**src/rtl/core/tlsd_pkg.sv**
```systemverilog
package tlsd_pkg;

  // Opcodes of an input beat
  localparam logic [1:0] OP_APPEND_FIRST  = 2'd0;
  localparam logic [1:0] OP_APPEND_SECOND = 2'd1;
  localparam logic [1:0] OP_RUN           = 2'd2;

  // Step counter of the sequencer
  localparam int STEP_W = 3;
  typedef logic [STEP_W-1:0] step_t;

  localparam step_t ST_IDLE    = 3'd0;  // take appends, wait for a run
  localparam step_t ST_OUTER   = 3'd1;  // start next outer element
  localparam step_t ST_LATCH   = 3'd2;  // capture outer element as probe
  localparam step_t ST_INNER   = 3'd3;  // test end of inner list
  localparam step_t ST_CMP     = 3'd4;  // compare probe with inner element
  localparam step_t ST_EMIT    = 3'd5;  // queue probe if unmatched
  localparam step_t ST_PASSEND = 3'd6;  // switch lists or finish
  localparam step_t ST_FINISH  = 3'd7;  // flush last result, clear lists

  // Jump conditions
  typedef enum logic [2:0] {
    C_ALWAYS     = 3'b000,
    C_NOT_RUN    = 3'b001,
    C_OUTER_DONE = 3'b010,
    C_INNER_DONE = 3'b011,
    C_NO_MATCH   = 3'b100,
    C_PASS0      = 3'b101
  } cond_t;

  // One control word
  typedef struct packed {
    logic  accept;       // input channel ready
    logic  start_elem;   // clear inner index and match flag
    logic  latch_probe;  // capture outer element
    logic  cmp;          // compare and advance inner index
    logic  emit;         // queue unmatched probe, advance outer index
    logic  pass_flip;    // move on to the second list
    logic  finish;       // deliver final result and clear lists
    cond_t cond;
    step_t target;
  } uword_t;

  // Datapath status seen by the sequencer
  typedef struct packed {
    logic run_beat;
    logic outer_done;
    logic inner_done;
    logic match;
    logic pass1;
    logic hold;
  } status_t;

  // Control store
  function automatic uword_t ucode_rom(step_t s);
    uword_t w;
    w = '0;
    w.cond = C_ALWAYS;
    w.target = ST_IDLE;
    unique case (s)
      ST_IDLE: begin
        w.accept = 1'b1;
        w.cond   = C_NOT_RUN;
        w.target = ST_IDLE;
      end
      ST_OUTER: begin
        w.start_elem = 1'b1;
        w.cond       = C_OUTER_DONE;
        w.target     = ST_PASSEND;
      end
      ST_LATCH: begin
        w.latch_probe = 1'b1;
        w.cond        = C_ALWAYS;
        w.target      = ST_INNER;
      end
      ST_INNER: begin
        w.cond   = C_INNER_DONE;
        w.target = ST_EMIT;
      end
      ST_CMP: begin
        w.cmp    = 1'b1;
        w.cond   = C_NO_MATCH;
        w.target = ST_INNER;
      end
      ST_EMIT: begin
        w.emit   = 1'b1;
        w.cond   = C_ALWAYS;
        w.target = ST_OUTER;
      end
      ST_PASSEND: begin
        w.pass_flip = 1'b1;
        w.cond      = C_PASS0;
        w.target    = ST_OUTER;
      end
      ST_FINISH: begin
        w.finish = 1'b1;
        w.cond   = C_ALWAYS;
        w.target = ST_IDLE;
      end
      default: w = '0;
    endcase
    return w;
  endfunction

endpackage

```
**src/rtl/core/tlsd_in_if.sv**
```systemverilog
interface tlsd_in_if;
  logic               valid;
  logic               ready;
  logic [1:0]         opcode;
  logic signed [31:0] value;

  modport source (output valid, opcode, value, input ready);
  modport sink   (input valid, opcode, value, output ready);
endinterface

```
**src/rtl/core/tlsd_out_if.sv**
```systemverilog
interface tlsd_out_if;
  logic               valid;
  logic               ready;
  logic               from_second;
  logic signed [31:0] element;
  logic               none_found;
  logic               dropped;
  logic               last;

  modport source (output valid, from_second, element, none_found, dropped, last,
                  input ready);
  modport sink   (input valid, from_second, element, none_found, dropped, last,
                  output ready);
endinterface

```
**src/rtl/core/tlsd_seq.sv**
```systemverilog
module tlsd_seq
  import tlsd_pkg::*;
(
  input  logic    clk,
  input  logic    rst,
  input  status_t status,
  output uword_t  uword
);

  step_t step;
  logic  take;

  // Fetch control word
  assign uword = ucode_rom(step);

  // Evaluate jump condition
  always_comb begin
    unique case (uword.cond)
      C_ALWAYS:     take = 1'b1;
      C_NOT_RUN:    take = !status.run_beat;
      C_OUTER_DONE: take = status.outer_done;
      C_INNER_DONE: take = status.inner_done;
      C_NO_MATCH:   take = !status.match;
      C_PASS0:      take = !status.pass1;
      default:      take = 1'b0;
    endcase
  end

  // Advance step counter, hold while a new result is blocked at the output
  always_ff @(posedge clk) begin
    if (rst) begin
      step <= ST_IDLE;
    end else if (!status.hold) begin
      step <= take ? uword.target : step + 1'b1;
    end
  end

endmodule

```
**src/rtl/core/tlsd_dp.sv**
```systemverilog
module tlsd_dp
  import tlsd_pkg::*;
#(
  parameter int LIST_DEPTH = 16
)
(
  input  logic       clk,
  input  logic       rst,
  input  uword_t     uword,
  output status_t    status,
  tlsd_in_if.sink    items,
  tlsd_out_if.source results
);

  localparam int CNT_W = $clog2(LIST_DEPTH + 1);
  localparam int IDX_W = (LIST_DEPTH > 1) ? $clog2(LIST_DEPTH) : 1;
  localparam logic [CNT_W-1:0] DEPTH_C = CNT_W'(LIST_DEPTH);

  logic signed [31:0] first_mem [LIST_DEPTH];
  logic signed [31:0] second_mem [LIST_DEPTH];
  logic signed [31:0] first_q, second_q, probe;
  logic [CNT_W-1:0]   first_count, second_count, i_cnt, j_cnt;
  logic [CNT_W-1:0]   outer_count, inner_count;
  logic [IDX_W-1:0]   first_addr, second_addr;
  logic signed [31:0] outer_q, inner_q;
  logic               overflow, pass, found;
  logic               beat, first_wr, second_wr, blocked, cand_push, hold, load_out;
  logic               pend_valid, pend_side;
  logic signed [31:0] pend_elem;
  logic               out_valid, out_from_second, out_none_found, out_dropped, out_last;
  logic signed [31:0] out_element;

  // Input beat decode
  assign items.ready = uword.accept;
  assign beat        = items.valid && uword.accept;
  assign first_wr    = beat && (items.opcode == OP_APPEND_FIRST) && (first_count != DEPTH_C);
  assign second_wr   = beat && (items.opcode == OP_APPEND_SECOND) &&
                       (second_count != DEPTH_C);

  // Outer list is the first in pass 0 and the second in pass 1
  assign first_addr  = pass ? j_cnt[IDX_W-1:0] : i_cnt[IDX_W-1:0];
  assign second_addr = pass ? i_cnt[IDX_W-1:0] : j_cnt[IDX_W-1:0];
  assign outer_count = pass ? second_count : first_count;
  assign inner_count = pass ? first_count : second_count;
  assign outer_q     = pass ? second_q : first_q;
  assign inner_q     = pass ? first_q : second_q;

  // List memories, one write and one registered read each
  always_ff @(posedge clk) begin
    if (first_wr) begin
      first_mem[first_count[IDX_W-1:0]] <= items.value;
    end
    first_q <= first_mem[first_addr];
  end

  always_ff @(posedge clk) begin
    if (second_wr) begin
      second_mem[second_count[IDX_W-1:0]] <= items.value;
    end
    second_q <= second_mem[second_addr];
  end

  // Output stall and result queueing
  assign blocked   = out_valid && !results.ready;
  assign cand_push = uword.emit && !found;
  assign hold      = blocked && ((cand_push && pend_valid) || uword.finish);
  assign load_out  = !hold && ((cand_push && pend_valid) || uword.finish);

  always_comb begin
    status.run_beat   = beat && (items.opcode == OP_RUN);
    status.outer_done = (i_cnt == outer_count);
    status.inner_done = (j_cnt == inner_count);
    status.match      = (inner_q == probe);
    status.pass1      = pass;
    status.hold       = hold;
  end

  // Control registers
  always_ff @(posedge clk) begin
    if (rst) begin
      first_count  <= '0;
      second_count <= '0;
      overflow     <= 1'b0;
      pass         <= 1'b0;
      i_cnt        <= '0;
      j_cnt        <= '0;
      found        <= 1'b0;
      pend_valid   <= 1'b0;
      out_valid    <= 1'b0;
    end else begin
      // Append, flag drops on a full list
      if (first_wr) begin
        first_count <= first_count + 1'b1;
      end
      if (second_wr) begin
        second_count <= second_count + 1'b1;
      end
      if (beat && ((items.opcode == OP_APPEND_FIRST && first_count == DEPTH_C) ||
                   (items.opcode == OP_APPEND_SECOND && second_count == DEPTH_C))) begin
        overflow <= 1'b1;
      end
      // Walk the inner list
      if (uword.start_elem) begin
        j_cnt <= '0;
        found <= 1'b0;
      end
      if (uword.cmp) begin
        j_cnt <= j_cnt + 1'b1;
        if (status.match) begin
          found <= 1'b1;
        end
      end
      // Advance the outer list
      if (uword.emit && !hold) begin
        i_cnt <= i_cnt + 1'b1;
        if (cand_push) begin
          pend_valid <= 1'b1;
        end
      end
      if (uword.pass_flip && !pass) begin
        pass  <= 1'b1;
        i_cnt <= '0;
      end
      // Close the run
      if (uword.finish && !hold) begin
        first_count  <= '0;
        second_count <= '0;
        overflow     <= 1'b0;
        pass         <= 1'b0;
        i_cnt        <= '0;
        pend_valid   <= 1'b0;
      end
      // Output register valid
      if (load_out) begin
        out_valid <= 1'b1;
      end else if (results.ready) begin
        out_valid <= 1'b0;
      end
    end
  end

  // Payload registers
  always_ff @(posedge clk) begin
    if (uword.latch_probe) begin
      probe <= outer_q;
    end
    if (cand_push && !hold) begin
      pend_side <= pass;
      pend_elem <= probe;
    end
    if (load_out) begin
      out_from_second <= pend_valid ? pend_side : 1'b0;
      out_element     <= pend_valid ? pend_elem : '0;
      out_none_found  <= uword.finish && !pend_valid;
      out_last        <= uword.finish;
      out_dropped     <= overflow;
    end
  end

  assign results.valid       = out_valid;
  assign results.from_second = out_from_second;
  assign results.element     = out_element;
  assign results.none_found  = out_none_found;
  assign results.dropped     = out_dropped;
  assign results.last        = out_last;

endmodule

```
**src/rtl/core/two_list_set_difference_unit.sv**
```systemverilog
// Channel   Dir  Payload                                          Accepted when
// items     in   opcode[1:0], value[31:0]                          valid && ready
// results   out  from_second, element[31:0], none_found,           valid && ready
//                dropped, last
//
// Appends are accepted back to back while idle.
// A run with n1 and n2 stored elements compares each element of either list
// with the elements of the other, its pace set by the single read port of each
// list memory. Input ready stays low from the run beat until its last result
// is loaded into the output register.
// Reset (rst, synchronous) empties both lists and clears the drop flag.
// A stalled output holds the sequencer only when a new result must be loaded.
module two_list_set_difference_unit
  import tlsd_pkg::*;
#(
  parameter int LIST_DEPTH = 16
)
(
  input  logic       clk,
  input  logic       rst,
  tlsd_in_if.sink    items,
  tlsd_out_if.source results
);

  uword_t  uword;
  status_t status;

  tlsd_seq u_seq (
    .clk    (clk),
    .rst    (rst),
    .status (status),
    .uword  (uword)
  );

  tlsd_dp #(
    .LIST_DEPTH (LIST_DEPTH)
  ) u_dp (
    .clk     (clk),
    .rst     (rst),
    .uword   (uword),
    .status  (status),
    .items   (items),
    .results (results)
  );

endmodule

```
**src/flat_wrapper.sv**
```systemverilog
// flat-port wrapper written by rule: the top's interface ports become plain ports
module two_list_set_difference_unit_flat import tlsd_pkg::*;
#(
  parameter int LIST_DEPTH = 16
)
  (clk, rst, items_valid, items_opcode, items_value, items_ready, results_valid, results_from_second, results_element, results_none_found, results_dropped, results_last, results_ready);
  tlsd_in_if items_i ();
  tlsd_out_if results_i ();
  input  logic clk;
  input  logic rst;
  input wire logic [$bits(items_i.valid)-1:0] items_valid;
  input wire logic [$bits(items_i.opcode)-1:0] items_opcode;
  input wire logic [$bits(items_i.value)-1:0] items_value;
  output wire logic [$bits(items_i.ready)-1:0] items_ready;
  output wire logic [$bits(results_i.valid)-1:0] results_valid;
  output wire logic [$bits(results_i.from_second)-1:0] results_from_second;
  output wire logic [$bits(results_i.element)-1:0] results_element;
  output wire logic [$bits(results_i.none_found)-1:0] results_none_found;
  output wire logic [$bits(results_i.dropped)-1:0] results_dropped;
  output wire logic [$bits(results_i.last)-1:0] results_last;
  input wire logic [$bits(results_i.ready)-1:0] results_ready;
  assign items_i.valid = items_valid;
  assign items_i.opcode = items_opcode;
  assign items_i.value = items_value;
  assign items_ready = items_i.ready;
  assign results_valid = results_i.valid;
  assign results_from_second = results_i.from_second;
  assign results_element = results_i.element;
  assign results_none_found = results_i.none_found;
  assign results_dropped = results_i.dropped;
  assign results_last = results_i.last;
  assign results_i.ready = results_ready;
  two_list_set_difference_unit #(.LIST_DEPTH(LIST_DEPTH)) u_core (.clk(clk), .rst(rst), .items(items_i), .results(results_i));
endmodule
```
**config.mk**
```make
export PLATFORM = sky130hd
export DESIGN_NAME = two_list_set_difference_unit_flat
export DESIGN_NICKNAME = d
export VERILOG_FILES = /design/src/rtl/core/tlsd_pkg.sv /design/src/rtl/core/tlsd_in_if.sv /design/src/rtl/core/tlsd_out_if.sv /design/src/rtl/core/tlsd_seq.sv /design/src/rtl/core/tlsd_dp.sv /design/src/rtl/core/two_list_set_difference_unit.sv /design/src/flat_wrapper.sv
export SDC_FILE = /design/constraint.sdc
export NUM_CORES = 2
export LEC_CHECK = 0
export BUFFER_PORTS_ARGS = -buffer_cell sky130_fd_sc_hd__clkbuf_2
export CORE_ASPECT_RATIO = 0.6
export CORE_MARGIN = 8
export CORE_UTILIZATION = 40
export CTS_BUF_LIST = sky130_fd_sc_hd__clkbuf_4 sky130_fd_sc_hd__clkbuf_8
export DETAILED_ROUTE_END_ITERATION = 7
export SLEW_MARGIN = 20
export SYNTH_ARGS = -nofsm -noshare
export SYNTH_HDL_FRONTEND = slang
export SYNTH_SLANG_ARGS = --single-unit
```
**constraint.sdc**
```tcl
create_clock -name clk -period 12.4 [get_ports clk]
set_input_delay 1.24 -clock clk [delete_from_list [all_inputs] [get_ports clk]]
set_output_delay 1.24 -clock clk [all_outputs]
set_load 0.02 [all_outputs]
```
-- After elaboration in Yosys (flattened, before gate mapping)
Memories as Yosys holds them, arrays and structs flattened. A register that Yosys moved wholly into a read port is not among the register bits.
Cells that the tools add are included.
- flip-flop bits (word level): 129
- RAM bits: 1024
- bits of input ports: 38
- output and inout port bits: 38
- logic and storage cells: 109
- memories kept: 2
- $add $sub $neg: 5
- equal/unequal tests: 21
- mux-type cells: 27
- reductions and logical operators: 36
- memories (name ; words ; width ; read ports ; clocked after memory_dff ; wr ports ; RTL line ; RTL):
    u_core.u_dp.first_mem ; 16 ; 32 ; 1 ; 1 ; 1 ; tlsd_dp.sv:19 ; logic signed [31:0] first_mem [LIST_DEPTH];
    u_core.u_dp.second_mem ; 16 ; 32 ; 1 ; 1 ; 1 ; tlsd_dp.sv:20 ; logic signed [31:0] second_mem [LIST_DEPTH];
- operator list (kind ; count):
    32-bit 2-to-1 mux ; 2
    6-bit one-hot mux with 8 select lines ; 1
    32-bit == test ; 1
    5-bit by 1-bit adder with 5-bit output, second input constant ; 4
    5-bit 2-to-1 mux ; 4
    1-bit logical AND ; 19
    3-bit == test, second input constant ; 6
    1-bit 2-to-1 mux ; 16
    3-bit by 2-bit == test with 1-bit output, second input constant ; 4
    5-bit == test ; 2
    5-bit == test, second input constant ; 2
    5-bit inequality test, second input constant ; 2
    4-bit 2-to-1 mux ; 2
    1-bit zero test ; 7
    3-bit by 1-bit == test with 1-bit output, second input constant ; 2
    3-bit zero test ; 2
    1-bit one-hot mux with 6 select lines ; 1
    2-bit nonzero test ; 2
    3-bit by 1-bit adder with 3-bit output, second input constant ; 1
    3-bit 2-to-1 mux ; 1
    3-bit OR reduction ; 1
    2-bit by 1-bit == test with 1-bit output, second input constant ; 1
    2-bit == test, second input constant ; 1
    2-bit zero test ; 1
    other kinds (3) ; 4

-- Longest topological paths before layout
- depth after elaboration: 9
- depth in mapped cells: 11
- depth with buffers taken out: 9

-- By module
Synthesis repeated with hierarchy kept, for this count alone.
- cell total of the unflattened synthesis: 2296
- area, all modules: 46882.5 µm²
- modules (own cells, without submodules) (module ; times used ; cells an instance ; area an instance (µm²) ; seq. area each (µm²)):
    tlsd_dp ; 1 ; 2237 ; 46444.5 ; 35564.1
    tlsd_seq ; 1 ; 59 ; 437.9 ; 60.1

-- Least setup slack after synthesis
No wires, ideal clock.
- path kind: input-to-reg
- start point: input port items_opcode[1]
- end point: memory u_core.u_dp.first_mem[3][0], enable pin
- library setup time: 0.461 ns
- arrival time: 4.226 ns
- data required time: 11.939 ns
- path slack: 7.713 ns
- stages on the path: 5
- path buffers: 1
- path through: and3b_1 and3b_1 clkbuf_1 nand2_1 nor3_1
- word-level cells in the longest chain between the ends: 5
- RTL lines (element ; RTL line ; RTL):
    start, declared ; flat_wrapper.sv:12 ; input wire logic [$bits(items_i.opcode)-1:0] items_opcode;
    2-bit zero test ; tlsd_dp.sv:36 ; assign first_wr = beat && (items.opcode == OP_APPEND_FIRST) && (first_count != DEPTH_C);
    1-bit logical AND (2 in series) ; tlsd_dp.sv:36 ;
    1-bit 2-to-1 mux ; tlsd_dp.sv:50 ; if (first_wr) begin
    1-bit 2-to-1 mux (implied by the code) ; tlsd_dp.sv:51 ; first_mem[first_count[IDX_W-1:0]] <= items.value;
    end, declared ; tlsd_dp.sv:19 ;
Every way passes these cells.

-- Worst setup path in the final report
- start point: register u_core.u_dp.pass
- end point: register u_core.u_dp.second_q[28] (read register of u_core.u_dp.second_mem)
- word-level cells in the longest chain between the ends: 1
- RTL lines (element ; RTL line ; RTL):
    start, declared ; tlsd_dp.sv:26 ; logic overflow, pass, found;
    start signal, assigned ; tlsd_dp.sv:84 ; pass <= 1'b0;
    start signal, assigned ; tlsd_dp.sv:121 ; pass <= 1'b1;
    start signal, assigned ; tlsd_dp.sv:129 ; pass <= 1'b0;
    4-bit 2-to-1 mux ; tlsd_dp.sv:42 ; assign second_addr = pass ? i_cnt[IDX_W-1:0] : j_cnt[IDX_W-1:0];
    end, declared ; tlsd_dp.sv:21 ; logic signed [31:0] first_q, second_q, probe;
Every way passes these cells.
A chain may end at the register's enable or synchronous reset.

==> summary.txt <==
Clock tree
  • Clk slew on worst S/H paths: 0.07 ns
  • Setup Buffers After CTS: 0
  • Clk root buf: clkbuf_8
  • CTS tree: built
  • Max clock buf depth: 3
  • Cts bufs inserted: between 150 and 200
  • Post-CTS Hold Fix Bufs: 0
  • Sink Count: 1217
  • Skew-Pair Late Insertion Delay: approximately 0.86 ns
  • Post_cts resized: 0
  • H-tree depth: 4

Worst setup path
  • CP max stage delay: around 0.87 ns
  • Critical path's slowest cell: buf_4
  • CP Class: reg2reg
  • Worst Path Required: between 10 and 15 ns
  • Top cell by count, worst path: buf_4
  • Crit-path cells: buf_4 -> mux2i_4 -> buf_4 -> buf_4 -> mux4_2 -> and2_1 -> a211oi_1 -> a31oi_1
  • Critical Path End Type: flop
  • R2R setup slack: 7.87 ns
  • Max Fanout on Critical Path: approximately 60
  • WP data arrival: about 5.2 ns
  • Type of origin of the critical path: flop

Floorplanning
  • Overall die area: 127500 sq um
  • IO Count: 76
  • Die H: 279.8 um
  • Core region area: approximately 110000 sq um
  • Die extent in x: ~460 um
  • Starting density of the core: 40.44%
  • Row cnt: 96

Global routing
  • Global-route usage over all layers: 18.25%
  • First-pass GRT wire length: between 150 and 200 mm
  • Initial antenna violation count: 11
  • Vias in the first global route: 23610
  • Pin count of the biggest net entering global routing: slightly above 60
  • GRT overflow: 0

Place
  • Placed cell count: 3819
  • Placed Area: ~50000 sq um
  • PortBufs: 75
  • Post-DP HPWL: ~66 mm
  • Dpl ws: 7.882 ns
  • Final GP Congestion: about 0.80

Power and ir drop
  • Tot Pwr: 8529 uW
  • Pwr Density: approximately 160 nW/um^2
  • Pleak: roughly 0.017 uW
  • Worst VDD drop: 0.07938 mV

Logic synthesis
  • Yosys reg bits: 1217
  • Synth top area share: approximately 73%
  • Count of different cell masters after synthesis: 44
  • Number of flops mapped to enable cells by yosys: between 1000 and 1500
  • Register area share after synthesis: 76.79%
  • Mapped Area: roughly 46000 sq um
  • Synth Net Count: roughly 2300
  • Area leader, netlist: edfxtp_1
  • Synth warnings: 0
  • Post-Synthesis Cells: approximately 2300
  • Synth Flop Type: edfxtp_1
  • Synth area leaders: edfxtp_1 (73%), mux4_2 (12%), dfxtp_1 (4.0%), and2_1 (1.3%), nand2_1 (1.2%)
  • Synth async-reset ratio: 0%
  • Syn_area_per_cell: about 20 sq um

Cells and area
  • Final Cell Area: 52500 sq um
  • Share of layout cells above drive strength 1: about 29%
  • Synthesis-to-layout area growth: 13.16%
  • Non-Filler Instances: between 4000 and 5000
  • Final net count: roughly 2500

Drt
  • Final wirelength: 118.8 mm
  • Initial DRC Count: between 2000 and 3000
  • Antenna Nets Post-Route: 0
  • Drt wl/cell: ~29 um
  • Post-route DRC: 0
  • DR vias: 23480
  • Vias/cell: 5.673
  • Length of the first detailed-routing pass in iterations: 5

STA
  • Worst slew pin tran: approximately 1.0 ns
  • Final period util: between 30% and 40%
  • Fin Setup TNS: 0 ns
  • Final min period: between 4 and 5 ns
  • Final Hold Viols: 0
  • Skew final: ~0.037 ns
  • Max Slew Vio Count: 0
  • Unrepaired setup endpoints after global routing: false
  • Final WS setup: between 7 and 8 ns
  • Max_slew headroom: around a third
  • Count of final setup violators: 0
  • Max Fclk: 220.7 MHz

Status
  • Run status: completed

Min path
  • Worst min path class: reg2reg

Job
  • Max Cap Viol: 0
==> metrics by stage <==
step	utilization, %	hold WS, ns
4_1_cts	45.76	0.4470
2_1_floorplan	-	0.4090
3_5_place_dp	42.67	0.4245
5_1_grt	45.76	0.4653
3_3_place_gp	42.67	0.4309
6_report	45.76	0.4427
==> sequential cells by signal, summed over array words and instances (netlist names), 3 cells and up <==
| register | flops |
|---|---|
| u_core.u_dp.pend_elem | 32 |
| u_core.u_dp.first_count | 5 |
| u_core.u_dp.first_mem | 512 |
| u_core.u_seq.step | 3 |
| u_core.u_dp.second_mem | 512 |
| u_core.u_dp.second_count | 5 |
| u_core.u_dp.i_cnt | 5 |
| u_core.u_dp.results.element | 32 |
| u_core.u_dp.probe | 32 |
| u_core.u_dp.first_q | 32 |
| u_core.u_dp.second_q | 32 |
| u_core.u_dp.j_cnt | 5 |
==> where the power goes <==
group / internal [uW] / total, uW / switching [uW]
logic: 279 / 664 / 385
registers: 4580 / 4640 / 62.4
clock network: 1700 / 3220 / 1520
==> cells in the final DEF (no fill, tap or decap), drive strengths merged, types with 38 or more instances in the layout <==
master	netlist	routed
a211oi	64	64
mux2i	54	54
clkbuf	59	328
mux4	256	256
nand2	150	150
clkinv	0	47
dfxtp	92	92
nor2	55	55
and2	98	98
buf	64	64
a31oi	65	65
edfxtp	1125	1125
xnor2	38	38
==> worst paths after layout <==
check                                     startpoint                     endpoint  depth (start not counted)
worst max register to register      u_core.u_dp.pass     u_core.u_dp.second_q[28]                          8
worst min register to register  u_core.u_dp.overflow  u_core.u_dp.results.dropped                          0
worst min-delay path            u_core.u_dp.overflow  u_core.u_dp.results.dropped                          0
worst max-delay path                u_core.u_dp.pass     u_core.u_dp.second_q[28]                          8
==> area by class of cell <==
cell class                      instances  area [sq um]
Antenna cell                            4         10.01
Clock buffer                          253          3082
Clock inverter                         62         456.7
Fill cell                            9593         62210
Inverter                                8         30.03
Multi-Input combinational cell        936         10530
Sequential cell                      1217         35630
Tap cell                             1519          1901
Timing Repair Buffer                  139         855.8
==> critical path: cells and delay by family (launching register included) <==
family / cells / cell delay, ns
compound gates: 2 / 0.29
mux: 2 / 0.96
flops: 1 / 0.57
buf+inv: 3 / 2.25
simple gates: 1 / 0.17
==> Yosys cell counts, types with 13 or more instances <==
cell	n
mux2i_1	54
a31oi_1	65
nor2_1	55
edfxtp_1	1125
a21oi_1	13
xnor2_1	38
buf_2	47
clkbuf_1	59
dfxtp_1	92
mux4_2	256
nand2_1	150
mux2_2	35
xor2_1	18
buf_1	14
a211oi_1	64
ha_1	16
and2_1	95
==> per-layer routing <==
layer | routed length, um | GRT usage, %
met1 | 56450 | 28.70
met2 | 50300 | 25.64
met4 | 1774 | 4.646
met3 | 10210 | 3.936
met5 | 55 | 0
==> cells by family after synthesis <==
kind of cell	after synthesis	share of synthesized area (%)
AO/OA/AOI/OAI	157	2.295
XOR/XNOR	56	1.057
adder cells (fa/ha/maj)	16	0.4315
buffers and inverters	131	1.235
flip-flops	1217	76.79
multiplexers	345	14.44
AND/OR/NAND/NOR	362	3.749
No activity file was read; power rests on OpenSTA's default activity.
